### src/rtl/scml_ram.sv
// ----------------------------------------------------------------------------
// scml_ram
// Generic single-write, single-read RAM with registered read data.
// ----------------------------------------------------------------------------
module scml_ram #(
  parameter int WIDTH = 8,
  parameter int DEPTH = 16
) (
  input  logic                     clk_i,
  input  logic                     we_i,
  input  logic [$clog2(DEPTH)-1:0] waddr_i,
  input  logic [WIDTH-1:0]         wdata_i,
  input  logic [$clog2(DEPTH)-1:0] raddr_i,
  output logic [WIDTH-1:0]         rdata_o
);

  logic [WIDTH-1:0] mem [DEPTH];
  logic [WIDTH-1:0] rdata_q;

  always_ff @(posedge clk_i) begin
    if (we_i) begin
      mem[waddr_i] <= wdata_i;
    end
    rdata_q <= mem[raddr_i];
  end

  assign rdata_o = rdata_q;

endmodule

### config.mk
export PLATFORM = sky130hd
export DESIGN_NAME = scml_ram
export DESIGN_NICKNAME = d
export VERILOG_FILES = /design/src/rtl/scml_ram.sv
export SDC_FILE = /design/constraint.sdc
export NUM_CORES = 1
export LEC_CHECK = 0
export BUFFER_PORTS_ARGS = -buffer_cell sky130_fd_sc_hd__buf_2
export CAP_MARGIN = 20
export CORE_MARGIN = 2
export CORE_UTILIZATION = 30
export DETAILED_ROUTE_END_ITERATION = 10
export PLACE_DENSITY_LB_ADDON = 0.25
export SLEW_MARGIN = 15
export SYNTH_ARGS = -nofsm -noshare
export SYNTH_HDL_FRONTEND = slang
export SYNTH_SLANG_ARGS = --single-unit
### constraint.sdc
create_clock -name clk_i -period 2.1 [get_ports clk_i]
set_input_delay 0.21 -clock clk_i [delete_from_list [all_inputs] [get_ports clk_i]]
set_output_delay 0.21 -clock clk_i [all_outputs]
set_load 0.01 [all_outputs]
# Word level (Yosys, flattened, before mapping)
# Memory sizes are Yosys's and may differ from the RTL's. A register that Yosys moved wholly into a read port is not among the register bits.
# Cells that the tools add are included.
# word_totals
inputBits	18
romBits	0
ff_bits	0
mem_count	1
latchBits	0
ram_bits	128
out_inout_bits	8
elab_cells	3
# classes
shifts	0
magnitude_cmp	0
add_sub_neg	0
bitwise_logic	0
div	0
multipliers	0
n_reduce_logical	0
n_eq_ne	0
n_mux	2
# memory_table
name	depth	width	rd	rd_clocked_by_memory_dff	write_ports	line_no	text
mem	16	8	1	1	1	17	logic [WIDTH-1:0] mem [DEPTH];
# ops
operator	n
two-way mux 1 bit	2

# Longest topological paths before layout
# Gate-level depths: netlist of the first run.
# logic_depth
depth_word	2
ltp_mapped	5
mapped_depth_nobuf	3

# Worst setup path before layout of the first run
# Ideal clock, no wire load.
# synth_path
kind	in2reg
from	in waddr_i[2]
to	mem mem[0][0] (enable)
setup_time_ns	0.383
path_buffers	0
required_time_ns	1.717
cell_stages	2
slack_ns	0.397
t_arrival_ns	1.320
path_cell_list	or3b_2 > nor3_1
# synth_rtl
element	line_no	text
start, declared	11	input logic [$clog2(DEPTH)-1:0] waddr_i,
end, declared	17	
# No word-level cell before the write port.

==> impl_metrics.toml, run 1 <==
[outcome]
outcome = "complete, no violations"

[worst_hold_path]
min_to = "mem[0][6]"
holdPathStages = 1
min-delay-start = "wdata_i[6]"
hold_class = "input port to flop"

[power_and_ir_drop]
switching_power_uw = 1290
internal_power_uw = 4790
peakVddDrop_mv = 0.602
pwr-share-comb_pct = 4.8
pwr_density_cell_mw_per_mm2 = 979
seqPwrFrac_pct = 50.3
power_frac_clock_pct = 45.0
post-layout-total-power_uw = 6080
sw_frac_of_total_pct = 21.2
p_leak_uw = 0.00208

[logic_synthesis]
post_synth_inst_count = 229
yosysSeqAreaShare_pct = 77.8
synthesis.nets = 247
postSynthAreaPerCell_um2 = 22.5
ys_seq_elements = 136
synth.lib_cells_used.distinct = 19
syn_area_mm2 = 0.00515
yosys_warnings = 0

[clocking]
postCtsHoldBufs = 0
numCtsBuffers = 17
cts_root_buf = "clkbuf_16"
cts.path.max_buffers = 2
cts_post_setup_buffers_inserted = 0
tritoncts_num_sinks = 136
htree_levels = 4
cts.clk_slew.worst_paths_ns = 0.06
cts_resized = 0
clock_latency_ns = 0.40
cts_tree = "built"

[sta]
final_cycle_utilization_of_the_critical_path_pct = 64.5
rsz0062_at_grt = "no"
slew_headroom_pct = 69.5
finalSetupTns_ns = 0
timing.fmax_ghz = 0.738
fin_crit_ns = 1.35
report.final.setup_viol = 0
slew_violations = 0
hold_viol = 0
timing.clock.skew_ns = 0.00792
worst_pin_slew_ns = 0.458

[floorplan]
rows = 47
ioPinCount = 26
initial_core_util_pct = 30.8
floorplan.die_area_mm2 = 0.0182
die-width_um = 135
core-area_mm2 = 0.0167
die-height_um = 135

[layout]
finish.utilization_pct = 37.2
post_route_cells_drive_above_1_share_pct = 32.6
nFillCells = 1544
flow.area_growth_from_synthesis_pct = 20.6
final_design_area_no_fill_mm2 = 0.00621
final_nets = 303
insertedDiodeCount = 0

[critical_path]
reg2reg_setup_slack_ns = 0.75
number_of_cells_on_the_worst_reg_to_reg_path = 3
slowest_delay_ns = 0.50
critPathMaxFanout = 1
critPathSlowestCell = "mux4_1"
reg2reg_from = "mem[1][3]"
crit_path_end_kind = "flop"
worst-setup-path-type = "flop to flop"
cp-start-kind = "flop"
r2r-end = "rdata_o[3]"
arrival_ns = 1.64
crit_chain = "mux4_1, a22oi_1, nand2_1"
critPathRequiredTime_ns = 2.38

[placement]
gp_congestion = 0.713
placement.cell_area_mm2 = 0.00565
i_o_buffers = 25
dp_hpwl_um = 6680

[drt]
viasPerCell = 4.63
wl_per_cell_um = 20.1
detailroute.via_count = 2397
number_of_antenna_violating_nets_in_the_routed_design = 0
initialDrtViolationCount = 201
drc = 0
detail_route.first_pass.iterations = 4
routed_wl_um = 10400

[global_route]
gr-usage-all-layers_pct = 12.3
grt_start_max_net_pins = 33
vias_in_the_first_global_route = 2557
grt_antenna_before_repair = 0
grt_first_pass_wirelength_um = 15700
globalRouteOverflowTotal = 0

[job]
cap_viol_max_count = 0
==> cells in the mapped netlist (all sizes together) <==
master / number / share of area, %
edfxtp: 128 / 75
mux4: 32 / 15
a22oi: 16 / 2.3
nor2: 13 / 0.95
nand2: 9 / 0.66
dfxtp: 8 / 3.1
buf: 7 / 1.1
nor3: 4 / 0.39
clkdlybuf4s25: 3 / 0.58
nand2b: 2 / 0.24
nand3b: 2 / 0.29
and2: 1 / 0.12
and2b: 1 / 0.15
nand3: 1 / 0.097
nor2b: 1 / 0.12
or3b: 1 / 0.17
==> metrics by stage <==
step	hold WS, ns	setup slack, ns	cells
final	0.199	0.746	518
after global routing	0.183	0.688	518
after CTS	0.175	0.761	518
after detailed placement	0.617	0.418	486
after global placement	0.608	0.407	486
after floorplan	0.309	0.397	229
==> flip-flops by register name (all words and copies together) (netlist names) <==
register	cells
mem	128
rdata_o	8
==> metal layers <==
layer / track usage, % / wire, um / vias up
met5: 0 / 0 / -
met4: 3.65 / 52 / 0
met3: 4.32 / 443 / 4
met2: 18.8 / 4940 / 60
met1: 16.7 / 4970 / 1248
li1: - / - / 1085
==> worst max-delay path: cells and delay by family (launching register included) <==
family          cells  cell delay [ns]
compound gates      1             0.30
simple gates        1             0.08
flops               1             0.35
mux                 1             0.50
==> power groups by stage <==
stage               clock, uW  combinational (uW)  sequential (uW)
floorplan                   0                 154             3110
global placement            0                 291             3110
detailed placement          0                 297             3110
CTS                      2810                 297             3060
global route             2920                 318             3060
finish                   2730                 290             3050
==> cell families after synthesis <==
group           after synthesis  share of synthesized area [%]
mux                          32                           15.0
buf+inv                      10                           1.68
compound gates               16                           2.33
flops                       136                           77.8
simple gates                 35                           3.18
==> cells in the final DEF (no fill, tap or decap), types with 4 or more instances in the layout <==
cell	instances
edfxtp_1	128
buf_2	25
buf_4	20
mux4_2	18
clkbuf_16	17
a22oi_1	16
mux4_1	14
nor2_1	13
nand2_1	9
dfxtp_1	8
clkinvlp_4	5
nor3_1	4
==> worst max path at each step <==
stage / start / end / slack, ns
after global placement: raddr_i[0] / rdata_o[7] / 0.41
final: mem[1][3] / rdata_o[3] / 0.75
after global routing: mem[1][2] / rdata_o[2] / 0.69
after detailed placement: raddr_i[0] / rdata_o[2] / 0.42
after floorplan: waddr_i[2] / mem[0][0] / 0.40
after CTS: mem[1][2] / rdata_o[2] / 0.76
==> cell type report <==
cell class / count / area, um2 / area share [%]
well taps: 220 / 275 / 4.43
clock buffers: 18 / 429 / 6.91
repair buffers: 47 / 315 / 5.08
clock inverters: 14 / 126 / 2.04
flip-flops and latches: 136 / 4000 / 64.5
multi-input cells: 83 / 1060 / 17.0
Power figures use the tool's default switching activity.
==> inputs of run 2 (changes only) <==
- ABC_AREA: not set -> 1
- clock period: 2.1 -> 1.15 ns (I/O delays scaled with it)
==> impl_metrics.toml, run 2 <==
[layout]
largest-register = "mem"
most_frequent_cells_in_the_layout = "nand2_1, edfxtp_1, inv_1"
final_nets = 627
finish.utilization_pct = 37.3
largest_register_ffs = 128
final_common_cell = "nand2_1"
post_route_cells_drive_above_1_share_pct = 15.1
insertedDiodeCount = 0
flow.area_growth_from_synthesis_pct = 21.4

[drt]
drc = 0
initialDrtViolationCount = 251
number_of_antenna_violating_nets_in_the_routed_design = 0
wl_per_cell_um = 16.0
viasPerCell = 4.44
routed_wl_um = 13700
detail_route.first_pass.iterations = 4
detailroute.via_count = 3797

[clocking]
cts_post_setup_buffers_inserted = 0
htree_levels = 4
cts.clk_slew.worst_paths_ns = 0.05
cts_tree = "built"
numCtsBuffers = 17
postCtsHoldBufs = 0
cts_resized = 0
clock_latency_ns = 0.42
tritoncts_num_sinks = 136
cts_root_buf = "clkbuf_16"
cts.path.max_buffers = 2

[sta]
rsz0062_at_grt = "no"
report.final.setup_viol = 0
final_critical_path_setup_slack_ns = 0.0691
hold_viol = 0
final_cycle_utilization_of_the_critical_path_pct = 94.0
slew_violations = 0
slew_headroom_pct = 74.6
fin_crit_ns = 1.08
timing.clock.skew_ns = 0.00897
timing.fmax_ghz = 0.925
worst_pin_slew_ns = 0.382

[placement]
i_o_buffers = 25
dp_hpwl_um = 9030
post-place-ws_ns = -0.127
gp_congestion = 0.881

[power_and_ir_drop]
pwr_density_cell_mw_per_mm2 = 1680
pwr-share-comb_pct = 6.5
sw_frac_of_total_pct = 20.9
p_leak_uw = 0.00304
internal_power_uw = 9300
peakVddDrop_mv = 1.07
power_frac_clock_pct = 46.0
switching_power_uw = 2460
seqPwrFrac_pct = 47.4

[logic_synthesis]
yosys_warnings = 0
synth_most_common_cell = "nand2_1"
yosysSeqAreaShare_pct = 69.4
edff_count_synth = 128
synthesis.nets = 569
postSynthAreaPerCell_um2 = 10.5
yosys.area.top_type_share_pct = 66.7
synthFlopType = "edfxtp_1"
post_synth_inst_count = 551
synth.lib_cells_used.distinct = 12
synth.cells.most_frequent = "nand2_1, edfxtp_1, inv_1"
synth_top_cell_by_area = "edfxtp_1"
synth.area.top_cells = "edfxtp_1, nand2_1, nand3_1, inv_1, dfxtp_1"
ys_seq_elements = 136
syn_area_mm2 = 0.00577
async_set_reset_flop_share_out_of_synthesis_pct = 0

[global_route]
vias_in_the_first_global_route = 3831
grt_first_pass_wirelength_um = 21700
grt_antenna_before_repair = 0
globalRouteOverflowTotal = 0
gr-usage-all-layers_pct = 14.7
grt_start_max_net_pins = 31

[critical_path]
critical_path.top_delay_family = "flip-flops"
slowest_delay_ns = 0.39
cp_buf_inv_count = 1
crit_chain = "buf_2"
arrival_ns = 0.97
critPathRequiredTime_ns = 1.03
critPathSlowestCell = "dfxtp_1"
crit_path_end_kind = "output pin"
cp-start-kind = "flop"
worst-setup-path-type = "flop to output pin"
critPathMaxFanout = 1
critical_path_cell_count = 1
number_of_cells_on_the_worst_reg_to_reg_path = 6

[floorplan]
initial_core_util_pct = 30.7
floorplan.die_area_mm2 = 0.0203
rows = 50
die-width_um = 143
die-height_um = 143
core-area_mm2 = 0.0188
ioPinCount = 26

[outcome]
outcome = "complete, no violations"

[job]
cap_viol_max_count = 0

[worst_hold_path]
holdPathStages = 1
hold_class = "input port to flop"
-- run 2: changes by cell type in the layout (fill, tap and decap cells not counted), moves of 6 or more --
cell     previous run  this run
buf_12              2         8
nand3_1             1        96
mux4_1             14         0
mux4_2             18         0
inv_1               0       100
buf_4              20        30
nand2_1             9       173
a22oi_1            16         0
-- run 2: final cells by class --
| type | count | area [um2] |
|---|---|---|
| Fill cell | 1842 | 11800 |
| Multi-Input combinational cell | 289 | 1220 |
| Clock inverter | 10 | 126 |
| Clock buffer | 22 | 464 |
| Sequential cell | 136 | 4000 |
| Tap cell | 234 | 293 |
| Timing Repair Buffer | 63 | 510 |
| Inverter | 102 | 383 |
-- run 2: power by group through the flow --
stage          Combinational, uW  Clock, uW  Sequential [uW]
3_3_place_gp                 777          0             5680
2_1_floorplan                391          0             5690
4_1_cts                      784       5490             5580
6_report                     768       5420             5580
3_5_place_dp                 780          0             5680
5_1_grt                      862       5720             5590
-- run 2: routing by layer --
metal	global-route usage (%)	up-vias	routed length (um)	part of all wire (%)
met5	0	-	0	0
met4	7.03	0	373	2.7
li1	-	1894	-	-
met3	2.55	27	685	5.0
met2	24.1	90	6590	48
met1	18.9	1786	6050	44
-- run 2: cell families (layout without fill, tap and decap cells) --
logic type / Yosys count / after routing / synth area share (%)
and+or+nand+nor: 289 / 289 / 21.0
DFF: 136 / 136 / 69.4
buffers and inverters: 126 / 197 / 9.52
-- run 2: per-stage QoR --
stage	hold WS [ns]	instances	cell area (um2)	TNS (ns)	power, uW
final	0.0998	856	7000	0	11800
after global routing	0.119	856	7000	0	12200
after CTS	0.116	856	6990	0	11900
after detailed placement	0.515	824	6400	-0.726	6460
after global placement	0.514	824	6400	-0.424	6460
after floorplan	0.214	551	5770	0	6080
-- run 2: path summary, 6_finish.rpt --
path | startpoint | end | slack, ns
setup / recovery | rdata_o[6] | rdata_o[6] | 0.07
hold / removal | wdata_i[0] | mem[8][0] | 0.1
setup reg to reg | mem[11][4] | rdata_o[4] | 0.13
hold reg to reg | mem[10][3] | rdata_o[3] | 0.66
==> inputs of run 3 (changes only) <==
- CTS_BUF_LIST: not set -> sky130_fd_sc_hd__clkbuf_4 sky130_fd_sc_hd__clkbuf_8
==> impl_metrics.toml, run 3 (same netlist as run 2, synthesis figures left out) <==
[sta]
hold_viol = 0
timing.fmax_ghz = 0.903
timing.clock.skew_ns = 0.00946
report.final.setup_viol = 0
slew_violations = 0
worst_pin_slew_ns = 0.385
final_cycle_utilization_of_the_critical_path_pct = 96.3
fin_crit_ns = 1.11
slew_headroom_pct = 74.3
final_critical_path_setup_slack_ns = 0.0429
rsz0062_at_grt = "no"

[drt]
viasPerCell = 4.45
detailroute.via_count = 3809
routed_wl_um = 13700
wl_per_cell_um = 16.0
number_of_antenna_violating_nets_in_the_routed_design = 0
detail_route.first_pass.iterations = 5
drc = 0
initialDrtViolationCount = 285

[floorplan]
floorplan.die_area_mm2 = 0.0203
ioPinCount = 26
initial_core_util_pct = 30.7
core-area_mm2 = 0.0188
die-width_um = 143
die-height_um = 143
rows = 50

[job]
cap_viol_max_count = 0

[clocking]
cts.clk_slew.worst_paths_ns = 0.07
cts_root_buf = "clkbuf_8"
cts.path.max_buffers = 2
numCtsBuffers = 17
cts_tree = "built"
htree_levels = 4
tritoncts_num_sinks = 136
clock_latency_ns = 0.45
postCtsHoldBufs = 0

[critical_path]
critPathMaxFanout = 1
worst-setup-path-type = "flop to output pin"
arrival_ns = 0.99
critical_path.top_delay_family = "flip-flops"
crit_path_end_kind = "output pin"
slowest_delay_ns = 0.38
cp-start-kind = "flop"
cp_buf_inv_count = 1
critPathSlowestCell = "dfxtp_1"
crit_chain = "buf_2"
critPathRequiredTime_ns = 1.03

[global_route]
gr-usage-all-layers_pct = 14.6
grt_start_max_net_pins = 31
vias_in_the_first_global_route = 3812
globalRouteOverflowTotal = 0
grt_antenna_before_repair = 0
grt_first_pass_wirelength_um = 21600

[placement]
gp_congestion = 0.881
i_o_buffers = 25
dp_hpwl_um = 9030
post-place-ws_ns = -0.127
placed_cells_incl_taps = 824

[layout]
combined_area_of_the_multi_input_logic_cells_mm2 = 0.00122
largest_register_ffs = 128
post_route_cells_drive_above_1_share_pct = 15.8
most_frequent_cells_in_the_layout = "nand2_1, edfxtp_1, inv_1"
insertedDiodeCount = 0
nFillCells = 1861
layout.area.seq_mm2 = 0.00401
instances_no_fill = 856
largest-register = "mem"
finish.utilization_pct = 36.3
final_nets = 627
final_common_cell = "nand2_1"
flow.area_growth_from_synthesis_pct = 18.3

[power_and_ir_drop]
pwr_density_cell_mw_per_mm2 = 1520
peakVddDrop_mv = 0.727
p_leak_uw = 0.00296

[outcome]
outcome = "complete, no violations"

[worst_hold_path]
hold_class = "input port to flop"
run 3: cell counts in the layout (fill, tap and decap cells not counted):
Identical to the previous run, type by type.
run 3: path summary, 6_finish.rpt:
check	from	to	slack, ns	depth (start not counted)
worst min register to register	mem[10][7]	rdata_o[7]	0.66	6
worst min-delay path	wdata_i[0]	mem[8][0]	0.08	1
worst max register to register	mem[11][4]	rdata_o[4]	0.14	6
worst max-delay path	rdata_o[6]	rdata_o[6]	0.04	1
run 3: cell type report:
| class | instances | area share (%) |
|---|---|---|
| Clock buffer | 22 | 4.16 |
| Clock inverter | 10 | 1.85 |
| Inverter | 102 | 5.61 |
| Multi-Input combinational cell | 289 | 17.9 |
| Sequential cell | 136 | 58.7 |
| Tap cell | 234 | 4.29 |
| Timing Repair Buffer | 63 | 7.48 |
run 3: per-stage QoR:
step	total power (uW)	hold WS [ns]	setup TNS, ns	cell area, um2
2_1_floorplan	6080	0.214	0	5770
3_3_place_gp	6460	0.514	-0.424	6400
3_5_place_dp	6460	0.515	-0.726	6400
4_1_cts	10500	0.0695	0	6810
5_1_grt	10800	0.0757	0	6820
6_report	10400	0.0759	0	6820
run 3: per-layer routing:
layer	GRT usage (%)	wire [um]
met2	24.2	6550
met3	2.75	416
met5	0	0
met1	18.6	6350
met4	6.57	373
run 3: where the power goes:
group          switching [uW]  internal, uW
logic                     504           267
registers                36.7          5540
clock network            1750          2300
total                    2290          8110
run 3: repair_timing:
item | in CTS | in global routing
hold endpoints to repair | 0 | 0
gates resized for setup | 0 | 2
endpoints found under the setup margin | 0 | 2
buffers inserted | 0 | 0
