<file path="src/rtl/scml_pkg.sv">
// ----------------------------------------------------------------------------
// scml_pkg
// Shared types and constants of the sorted code map lookup block.
// ----------------------------------------------------------------------------
package scml_pkg;

  localparam int TABLE_DEPTH = 65536;
  localparam int ADDR_W      = $clog2(TABLE_DEPTH);
  localparam int CNT_W       = $clog2(TABLE_DEPTH + 1);

  localparam int KEY_W       = 24;
  localparam int VAL_W       = 20;
  localparam int ENTRY_W     = KEY_W + VAL_W;

  localparam int IN_DATA_W   = 48;
  localparam int OUT_DATA_W  = 24;

  localparam logic FUNC_INSERT = 1'b0;
  localparam logic FUNC_LOOKUP = 1'b1;

  typedef enum logic [3:0] {
    ST_IDLE,
    ST_PROBE,
    ST_CMP,
    ST_CHK,
    ST_CHK_DATA,
    ST_SHIFT_RD,
    ST_SHIFT_WR,
    ST_WRITE,
    ST_DONE
  } state_e;

  typedef struct packed {
    logic               we;
    logic [ADDR_W-1:0]  waddr;
    logic [ENTRY_W-1:0] wdata;
    logic [ADDR_W-1:0]  raddr;
  } mem_req_t;

  typedef struct packed {
    logic             found;
    logic [VAL_W-1:0] unicode_out;
    logic             duplicate_key;
    logic             table_full;
  } result_t;

endpackage

</file>
<file path="src/rtl/scml_cmp.sv">
// ----------------------------------------------------------------------------
// scml_cmp
// Shared order compare: is the stored (key, value) below the probe pair.
// ----------------------------------------------------------------------------
module scml_cmp (
  input  logic [scml_pkg::KEY_W-1:0] entry_key_i,
  input  logic [scml_pkg::VAL_W-1:0] entry_val_i,
  input  logic [scml_pkg::KEY_W-1:0] probe_key_i,
  input  logic [scml_pkg::VAL_W-1:0] probe_val_i,
  input  logic                       after_i,
  output logic                       below_o
);
  import scml_pkg::*;

  // With after_i set, equal pairs count as below so the search lands past them.
  always_comb begin
    if (entry_key_i != probe_key_i) begin
      below_o = entry_key_i < probe_key_i;
    end else if (after_i) begin
      below_o = entry_val_i <= probe_val_i;
    end else begin
      below_o = entry_val_i < probe_val_i;
    end
  end

endmodule

</file>
<file path="src/rtl/scml_ctrl.sv">
// ----------------------------------------------------------------------------
// scml_ctrl
// Sequencer: binary search, presence check, tail shift and insert write.
// ----------------------------------------------------------------------------
module scml_ctrl (
  input  logic                         clk_i,
  input  logic                         rst_ni,
  input  logic                         in_valid_i,
  output logic                         in_ready_o,
  input  logic                         in_func_i,
  input  logic [scml_pkg::KEY_W-1:0]   in_key_i,
  input  logic [scml_pkg::VAL_W-1:0]   in_val_i,
  output scml_pkg::mem_req_t           mem_req_o,
  input  logic [scml_pkg::ENTRY_W-1:0] mem_rdata_i,
  output logic                         res_valid_o,
  input  logic                         res_ready_i,
  output scml_pkg::result_t            res_o
);
  import scml_pkg::*;

  state_e             state_q, state_d;
  logic [CNT_W-1:0]   lo_q, lo_d, hi_q, hi_d, idx_q, idx_d, count_q, count_d;
  logic               pass_q, pass_d;
  logic               func_q, func_d;
  logic [KEY_W-1:0]   key_q, key_d;
  logic [VAL_W-1:0]   val_q, val_d;
  result_t            res_q, res_d;
  result_t            out_q, out_d;
  logic               out_valid_q, out_valid_d;

  logic [CNT_W-1:0]   mid;
  logic               below;
  logic               hit;
  logic               table_is_full;
  logic [KEY_W-1:0]   rd_key;
  logic [VAL_W-1:0]   rd_val;

  assign mid           = lo_q + ((hi_q - lo_q) >> 1);
  assign rd_key        = mem_rdata_i[ENTRY_W-1:VAL_W];
  assign rd_val        = mem_rdata_i[VAL_W-1:0];
  assign hit           = rd_key == key_q;
  assign table_is_full = count_q == CNT_W'(TABLE_DEPTH);

  scml_cmp u_cmp (
    .entry_key_i (rd_key),
    .entry_val_i (rd_val),
    .probe_key_i (key_q),
    .probe_val_i (pass_q ? val_q : '0),
    .after_i     (pass_q),
    .below_o     (below)
  );

  // Next state
  always_comb begin
    state_d = state_q;
    case (state_q)
      ST_IDLE: begin
        if (in_valid_i) state_d = ST_PROBE;
      end
      ST_PROBE: begin
        if (lo_q < hi_q)  state_d = ST_CMP;
        else if (!pass_q) state_d = ST_CHK;
        else              state_d = ST_SHIFT_RD;
      end
      ST_CMP: state_d = ST_PROBE;
      ST_CHK: begin
        if (lo_q < count_q) begin
          state_d = ST_CHK_DATA;
        end else if (func_q == FUNC_LOOKUP || table_is_full) begin
          state_d = ST_DONE;
        end else begin
          state_d = ST_PROBE;
        end
      end
      ST_CHK_DATA: begin
        if (func_q == FUNC_LOOKUP || table_is_full) state_d = ST_DONE;
        else                                        state_d = ST_PROBE;
      end
      ST_SHIFT_RD: begin
        if (idx_q > lo_q) state_d = ST_SHIFT_WR;
        else              state_d = ST_WRITE;
      end
      ST_SHIFT_WR: state_d = ST_SHIFT_RD;
      ST_WRITE:    state_d = ST_DONE;
      ST_DONE: begin
        if (!out_valid_q || res_ready_i) state_d = ST_IDLE;
      end
      default: state_d = ST_IDLE;
    endcase
  end

  // Datapath and memory requests
  always_comb begin
    lo_d        = lo_q;
    hi_d        = hi_q;
    idx_d       = idx_q;
    count_d     = count_q;
    pass_d      = pass_q;
    func_d      = func_q;
    key_d       = key_q;
    val_d       = val_q;
    res_d       = res_q;
    out_d       = out_q;
    out_valid_d = out_valid_q && !res_ready_i;
    mem_req_o   = '0;
    in_ready_o  = 1'b0;

    case (state_q)
      ST_IDLE: begin
        in_ready_o = 1'b1;
        if (in_valid_i) begin
          func_d = in_func_i;
          key_d  = in_key_i;
          val_d  = in_val_i;
          lo_d   = '0;
          hi_d   = count_q;
          pass_d = 1'b0;
          res_d  = '0;
        end
      end
      ST_PROBE: begin
        mem_req_o.raddr = mid[ADDR_W-1:0];
        if (!(lo_q < hi_q) && pass_q) idx_d = count_q;
      end
      ST_CMP: begin
        if (below) lo_d = mid + CNT_W'(1);
        else       hi_d = mid;
      end
      ST_CHK: begin
        mem_req_o.raddr = lo_q[ADDR_W-1:0];
        if (!(lo_q < count_q)) begin
          res_d.table_full = (func_q == FUNC_INSERT) && table_is_full;
          lo_d   = '0;
          hi_d   = count_q;
          pass_d = 1'b1;
        end
      end
      ST_CHK_DATA: begin
        if (func_q == FUNC_LOOKUP) begin
          res_d.found       = hit;
          res_d.unicode_out = hit ? rd_val : '0;
        end else begin
          res_d.duplicate_key = hit;
          res_d.table_full    = table_is_full;
        end
        lo_d   = '0;
        hi_d   = count_q;
        pass_d = 1'b1;
      end
      ST_SHIFT_RD: begin
        mem_req_o.raddr = ADDR_W'(idx_q - CNT_W'(1));
      end
      ST_SHIFT_WR: begin
        // Move one entry up by one; idx stays below the depth here.
        mem_req_o.we    = 1'b1;
        mem_req_o.waddr = idx_q[ADDR_W-1:0];
        mem_req_o.wdata = mem_rdata_i;
        idx_d           = idx_q - CNT_W'(1);
      end
      ST_WRITE: begin
        mem_req_o.we    = 1'b1;
        mem_req_o.waddr = lo_q[ADDR_W-1:0];
        mem_req_o.wdata = {key_q, val_q};
        count_d         = count_q + CNT_W'(1);
      end
      ST_DONE: begin
        if (!out_valid_q || res_ready_i) begin
          out_d       = res_q;
          out_valid_d = 1'b1;
        end
      end
      default: ;
    endcase
  end

  always_ff @(posedge clk_i or negedge rst_ni) begin
    if (!rst_ni) begin
      state_q     <= ST_IDLE;
      count_q     <= '0;
      out_valid_q <= 1'b0;
    end else begin
      state_q     <= state_d;
      count_q     <= count_d;
      out_valid_q <= out_valid_d;
    end
  end

  always_ff @(posedge clk_i) begin
    lo_q   <= lo_d;
    hi_q   <= hi_d;
    idx_q  <= idx_d;
    pass_q <= pass_d;
    func_q <= func_d;
    key_q  <= key_d;
    val_q  <= val_d;
    res_q  <= res_d;
    out_q  <= out_d;
  end

  assign res_valid_o = out_valid_q;
  assign res_o       = out_q;

endmodule
</file>
<file path="config.mk">
export PLATFORM = sky130hd
export DESIGN_NAME = scml_ctrl
export DESIGN_NICKNAME = d
export VERILOG_FILES = /design/src/rtl/scml_pkg.sv /design/src/rtl/scml_cmp.sv /design/src/rtl/scml_ctrl.sv
export SDC_FILE = /design/constraint.sdc
export NUM_CORES = 1
export LEC_CHECK = 0
export ABC_AREA = 0
export ABC_CLOCK_PERIOD_IN_PS = 8100
export BUFFER_PORTS_ARGS = -buffer_cell sky130_fd_sc_hd__buf_2
export CORE_MARGIN = 1
export CORE_UTILIZATION = 40
export CTS_BUF_LIST = sky130_fd_sc_hd__clkbuf_8 sky130_fd_sc_hd__clkbuf_16
export CTS_CLUSTER_SIZE = 25
export DETAILED_ROUTE_END_ITERATION = 10
export PLACE_DENSITY_LB_ADDON = 0.3
export SYNTH_ARGS = -nofsm -noshare
export SYNTH_HDL_FRONTEND = slang
export SYNTH_SLANG_ARGS = --single-unit
</file>
<file path="constraint.sdc">
create_clock -name clk_i -period 8.1 [get_ports clk_i]
set_input_delay 0.81 -clock clk_i [delete_from_list [all_inputs] [get_ports clk_i]]
set_output_delay 0.81 -clock clk_i [all_outputs]
set_load 0.005 [all_outputs]
</file>
# == Yosys cells after proc, flatten, opt, wreduce, memory -nomap -nowiden ==
# Cells that the tools add are included.
# word_totals
ff_bits,165
input_bits,93
output_inout_bits,102
wordCells,108
# op_classes
n_addsub,5
magnitude_cmp,6
n_eq_ne,19
n_mux,36
n_bitwise,1
reduce_logical,23
# op_table
operator,n
17-bit case mux with 4 select lines,2
61-bit case mux with 2 select lines,1
17-bit 2-to-1 mux,7
16-bit case mux with 3 select lines,1
22-bit case mux with 2 select lines,1
20-bit 2-to-1 mux,2
4-bit case mux with 9 select lines,1
"17-bit by 1-bit adder with 17-bit output, second input constant",2
17-bit < comparator,2
17-bit case mux with 2 select lines,1
24-bit equality test,1
24-bit < comparator,1
24-bit inequality test,1
23-bit 2-to-1 mux,1
21-bit 2-to-1 mux,1
20-bit less-or-equal comparator,1
20-bit < comparator,1
17-bit by 16-bit adder with 17-bit output,1
"17-bit equality test, second input constant",1
17-bit > comparator,1
"17-bit by 1-bit subtractor with 17-bit output, second input constant",1
17-bit subtractor,1
"4-bit by 3-bit equality test with 1-bit output, second input constant",4
4-bit 2-to-1 mux,4
19 further kinds,50

# == Logic depth before layout (Yosys ltp) ==
# depth
word_depth,6
mapped_depth,21
mapped_depth_nobuf,21

# == Hierarchy ==
# A second synthesis with hierarchy kept.
# unflattened
cells_unflattened,1204
area_unflattened_um2,11805.1
# modules_own_cells
module,n_inst,cells_each,area_per_inst_um2,seq_area_each_um2
scml_ctrl,1,1043,10659.0,4844.6
scml_cmp,1,161,1146.1,0.0

# == Worst setup path before layout ==
# OpenSTA, ideal clock, no wires.
# synth_timing
path_kind,reg-to-reg
start,register lo_q[1]
end,"register lo_q[16], data pin"
setup_ns,0.146
arrival_ns,4.535
required_time_ns,7.954
path_slack_ns,3.419
path_stages_with_launch,21
path_buffers,0
period_less_slack_ns,4.681
path_cell_list,edfxtp_1 inv_1 ha_1 nor2b_1 o21ai_0 a21boi_0 o21ai_0 nor2b_1 o21ai_0 a21o_1 a21oi_1 xnor2_1 ha_1 a2111oi_0 a22oi_1 a21boi_0 xnor2_1 nor4b_2 nand4b_1 or4_1 a21oi_1
# synth_between
elab_chain_cells,5
# synth_rtl
element,line_no,source
from (decl),scml_ctrl.sv:22,"logic [CNT_W-1:0] lo_q, lo_d, hi_q, hi_d, idx_q, idx_d, count_q, count_d;"
from (signal assigned),scml_ctrl.sv:189,lo_q <= lo_d;
17-bit subtractor,scml_ctrl.sv:38,assign mid = lo_q + ((hi_q - lo_q) >> 1);
17-bit by 16-bit adder with 17-bit output (*),scml_ctrl.sv:38,
17-bit by 1-bit adder with 17-bit output (*),scml_ctrl.sv:126,if (below) lo_d = mid + CNT_W'(1);
17-bit 2-to-1 mux (*),scml_ctrl.sv:126,
17-bit case mux with 4 select lines (*),scml_ctrl.sv:108,case (state_q)
# Mark *: on every way between the ends. The rest lies on a longest branch, timed or not. The select of a mux whose other input is x is not followed.
# A chain may end at the register's enable or synchronous reset.

==> impl_metrics.env <==
export IMPL_first_iter_violations=645
export IMPL_worstPathMaxFanout=6
export IMPL_netlist_area_mm2=0.01119
export IMPL_outcome="complete, no violations"
export IMPL_async_reset_ff_frac=0.1333
export IMPL_r2r_end="lo_q[16]$_SDFFCE_PN0P_"
export IMPL_drc_errors=0
export IMPL_cts_setup_buffers=0
export IMPL_tightest_slew_ns=1.254
export IMPL_coreArea_mm2=0.02718
export IMPL_cts_reportedPaths_clkPinSlew_ns=0.07
export IMPL_cts_buffer_depth=2
export IMPL_synth_xor_area_share=0.05481
export IMPL_clock_skew_ns=0.01464
export IMPL_synth_seq_area_share=0.4331
export IMPL_whs_ns=0.3682
export IMPL_yosysUniqueCellTypes=63
export IMPL_grt_pass1_vias=8839
export IMPL_cts_root_buf="clkbuf_16"
export IMPL_crit_chain="inv_1, ha_1, nor2b_1, o21ai_0, a21boi_0, o21ai_0, nor2b_1, o21ai_0, a21o_1, a21oi_1, xnor2_1, ha_1, a2111oi_0, a22oi_1, nand4b_1, o211a_1, nand2_1, o21ai_0, xor2_1, o221ai_1, buf_2"
export IMPL_clk_latency_ns=0.43
export IMPL_syn2layout_area_growth_pct=17.92
export IMPL_crit_path_start_kind="flip-flop"
export IMPL_cap_violations=0
export IMPL_synth_edff_count=143
export IMPL_syn_inst=1124
export IMPL_worstSetupEndpointType="primary output"
export IMPL_syn_area_per_cell_um2=9.952
export IMPL_cpLargestDelayFamily="compound AO/OA/AOI/OAI gates"
export IMPL_cts_resized_gates=0
export IMPL_antenna_found_initial=2
export IMPL_fp_dieW_um=169.2
export IMPL_dieArea_mm2=0.02864
export IMPL_die_height_um=169.2
export IMPL_synth_compound_area_frac=0.1186
export IMPL_synthAdderAreaFrac=0.1322
export IMPL_crit_buf_inv=2
export IMPL_synth_main_ff_cell="edfxtp_1"
export IMPL_grt_pass1_wl_mm=47.51
export IMPL_final_common_cell="buf_2"
export IMPL_cts_made_buffers=17
export IMPL_start_util=0.4116
export IMPL_synth_ff_latch_count=165
export IMPL_slowest_stage="a2111oi_0"
export IMPL_hold_path_class="input port to asynchronous set/reset pin"
export IMPL_critical_path_class="flip-flop to primary output"
export IMPL_min_period_ns=6.002
export IMPL_synth_net_count=1334
export IMPL_dr_total_vias=9077
export IMPL_final_cell_mix="buf_2, edfxtp_1, nor2_1"
export IMPL_rows=60
export IMPL_viasPerCell=5.361
export IMPL_wire_per_inst_um=18.10
export IMPL_setup_tns_final_ns=0
export IMPL_rsz0062_at_grt="false"
export IMPL_r2r_slack_ns=2.60
export IMPL_grt_total_usage=0.2149
export IMPL_nets=1516
export IMPL_crit_top_cell="o21ai_0"
export IMPL_synth_warnings=0
export IMPL_cp_arrival_ns=5.19
export IMPL_layout_drive_gt1_share=0.1926
export IMPL_worst_r2r_path_depth=20
export IMPL_cts_tree="yes"
export IMPL_grt_max_degree=47
export IMPL_synth_top_family_by_area="simple AND/OR/NAND/NOR gates"
export IMPL_io_pins=195
export IMPL_utilization=0.4854
export IMPL_portBuffers=194
export IMPL_rr_startpoint="lo_q[1]$_SDFFCE_PN0P_"
export IMPL_grt_overflow_total=0
export IMPL_min_period_over_period=0.7410
export IMPL_drtAntennaViolNets=0
export IMPL_routed_wl_mm=30.65
export IMPL_maxSlewViolCount=0
export IMPL_hold_viol=0
export IMPL_max_freq_mhz=166.6
export IMPL_synth_mux_area_frac=0.05369
export IMPL_relSlewSlack=0.1641
export IMPL_ctsHoldBuffers=0
export IMPL_cpPeakStageDelay_ns=0.51
export IMPL_cts_sinks=165
export IMPL_drt_first_pass_iters=5
export IMPL_dp_hpwl_mm=23.39
export IMPL_setup_viol=0
export IMPL_placedCellCount=1659
export IMPL_cts_max_level=4
export IMPL_gp_congestion=0.8826
export IMPL_synth_simple_gate_area_frac=0.1687
export IMPL_final_cell_count_no_fill=1693
export IMPL_cp_required_ns=7.29
flip-flops by register name (all words and copies together), names as in the netlist, 17 cells and up:
register / count
res_q: 23
count_q: 17
res_o: 23
lo_q: 17
val_q: 20
idx_q: 17
hi_q: 17
key_q: 24
synthesized netlist by cell type (all sizes together), types with 4 or more instances:
master	instances	area, um2
edfxtp	143	4294
nor2	136	510.5
ha	115	1439
nand2	95	356.6
inv	76	285.3
a21oi	64	324.1
mux2i	60	600.6
xnor2	48	420.4
o21ai	45	225.2
clkbuf	34	127.6
and2	28	175.2
a21o	27	202.7
dfrtp	22	550.5
nand3	22	110.1
xor2	22	192.7
nand4	19	118.9
nor2b	19	126.4
nor4	17	112.6
nor3	14	70.07
o221ai	13	113.9
nand2b	9	56.30
and3	8	50.05
o21a	7	52.55
buf	6	22.52
a211oi	5	42.54
a22oi	5	37.54
nor3b	5	37.54
a211o	4	35.03
a21boi	4	30.03
o211ai	4	30.03
o31ai	4	30.03
worst max path at each step:
| stage | from | end | slack, ns | cells past startpoint |
|---|---|---|---|---|
| 6_report | lo_q[1]$_SDFFCE_PN0P_ | mem_req_o[15] | 2.10 | 21 |
| 5_1_grt | lo_q[1]$_SDFFCE_PN0P_ | mem_req_o[15] | 1.54 | 21 |
| 4_1_cts | lo_q[1]$_SDFFCE_PN0P_ | mem_req_o[15] | 2.15 | 21 |
| 3_5_place_dp | lo_q[1]$_SDFFCE_PN0P_ | mem_req_o[15] | 2.67 | 21 |
| 3_3_place_gp | lo_q[1]$_SDFFCE_PN0P_ | mem_req_o[15] | 2.72 | 21 |
| 2_1_floorplan | lo_q[1]$_SDFFCE_PN0P_ | lo_q[16]$_SDFFCE_PN0P_ | 3.42 | 20 |
metal layers:
metal / wire length (um) / global-route usage
met5: 0 / 0
met4: 743 / 0.07011
met3: 1792 / 0.04174
met2: 14360 / 0.3502
met1: 13750 / 0.2862
final cells by class:
class	instances	area [um2]
sequential	165	4848
clock inverter	15	186.4
antenna	2	5.005
clock buffer	17	425.4
timing repair buffer	203	1039
fill	2625	13990
tap	372	465.4
inverter	76	285.3
multi-input combinational	843	5936
logic make-up (layout without fill, tap and decap cells):
logic type | count (synthesis) | count (layout)
simple gates | 392 | 392
compound gates | 204 | 204
flops | 165 | 165
fa+ha+maj | 117 | 117
buf+inv | 116 | 311
xor+xnor | 70 | 70
mux | 60 | 60
other cells | 0 | 2
through the flow:
step,worst slack [ns],instance area (um2)
after global placement,2.723,12570
after CTS,2.146,13190
after global routing,1.541,13190
after floorplan,3.419,11190
final,2.098,13190
after detailed placement,2.668,12570
worst register-to-register path, stage by stage, from the launching register on:
cell and delay [ns]:
edfxtp_1 0.49, inv_1 0.15, ha_1 0.33, nor2b_1 0.13, o21ai_0 0.22, a21boi_0 0.17, o21ai_0 0.22, nor2b_1 0.27
o21ai_0 0.19, a21o_1 0.21, a21oi_1 0.17, xnor2_1 0.09, ha_1 0.24, a2111oi_0 0.51, a22oi_1 0.20, a21boi_0 0.19
xnor2_1 0.27, nor4b_2 0.50, nand4b_1 0.24, or4_1 0.44, a21oi_1 0.15
Power is left out: the tool's default activity adds up to more than one toggle a clock period on the data nets, which glitch-free logic cannot reach.
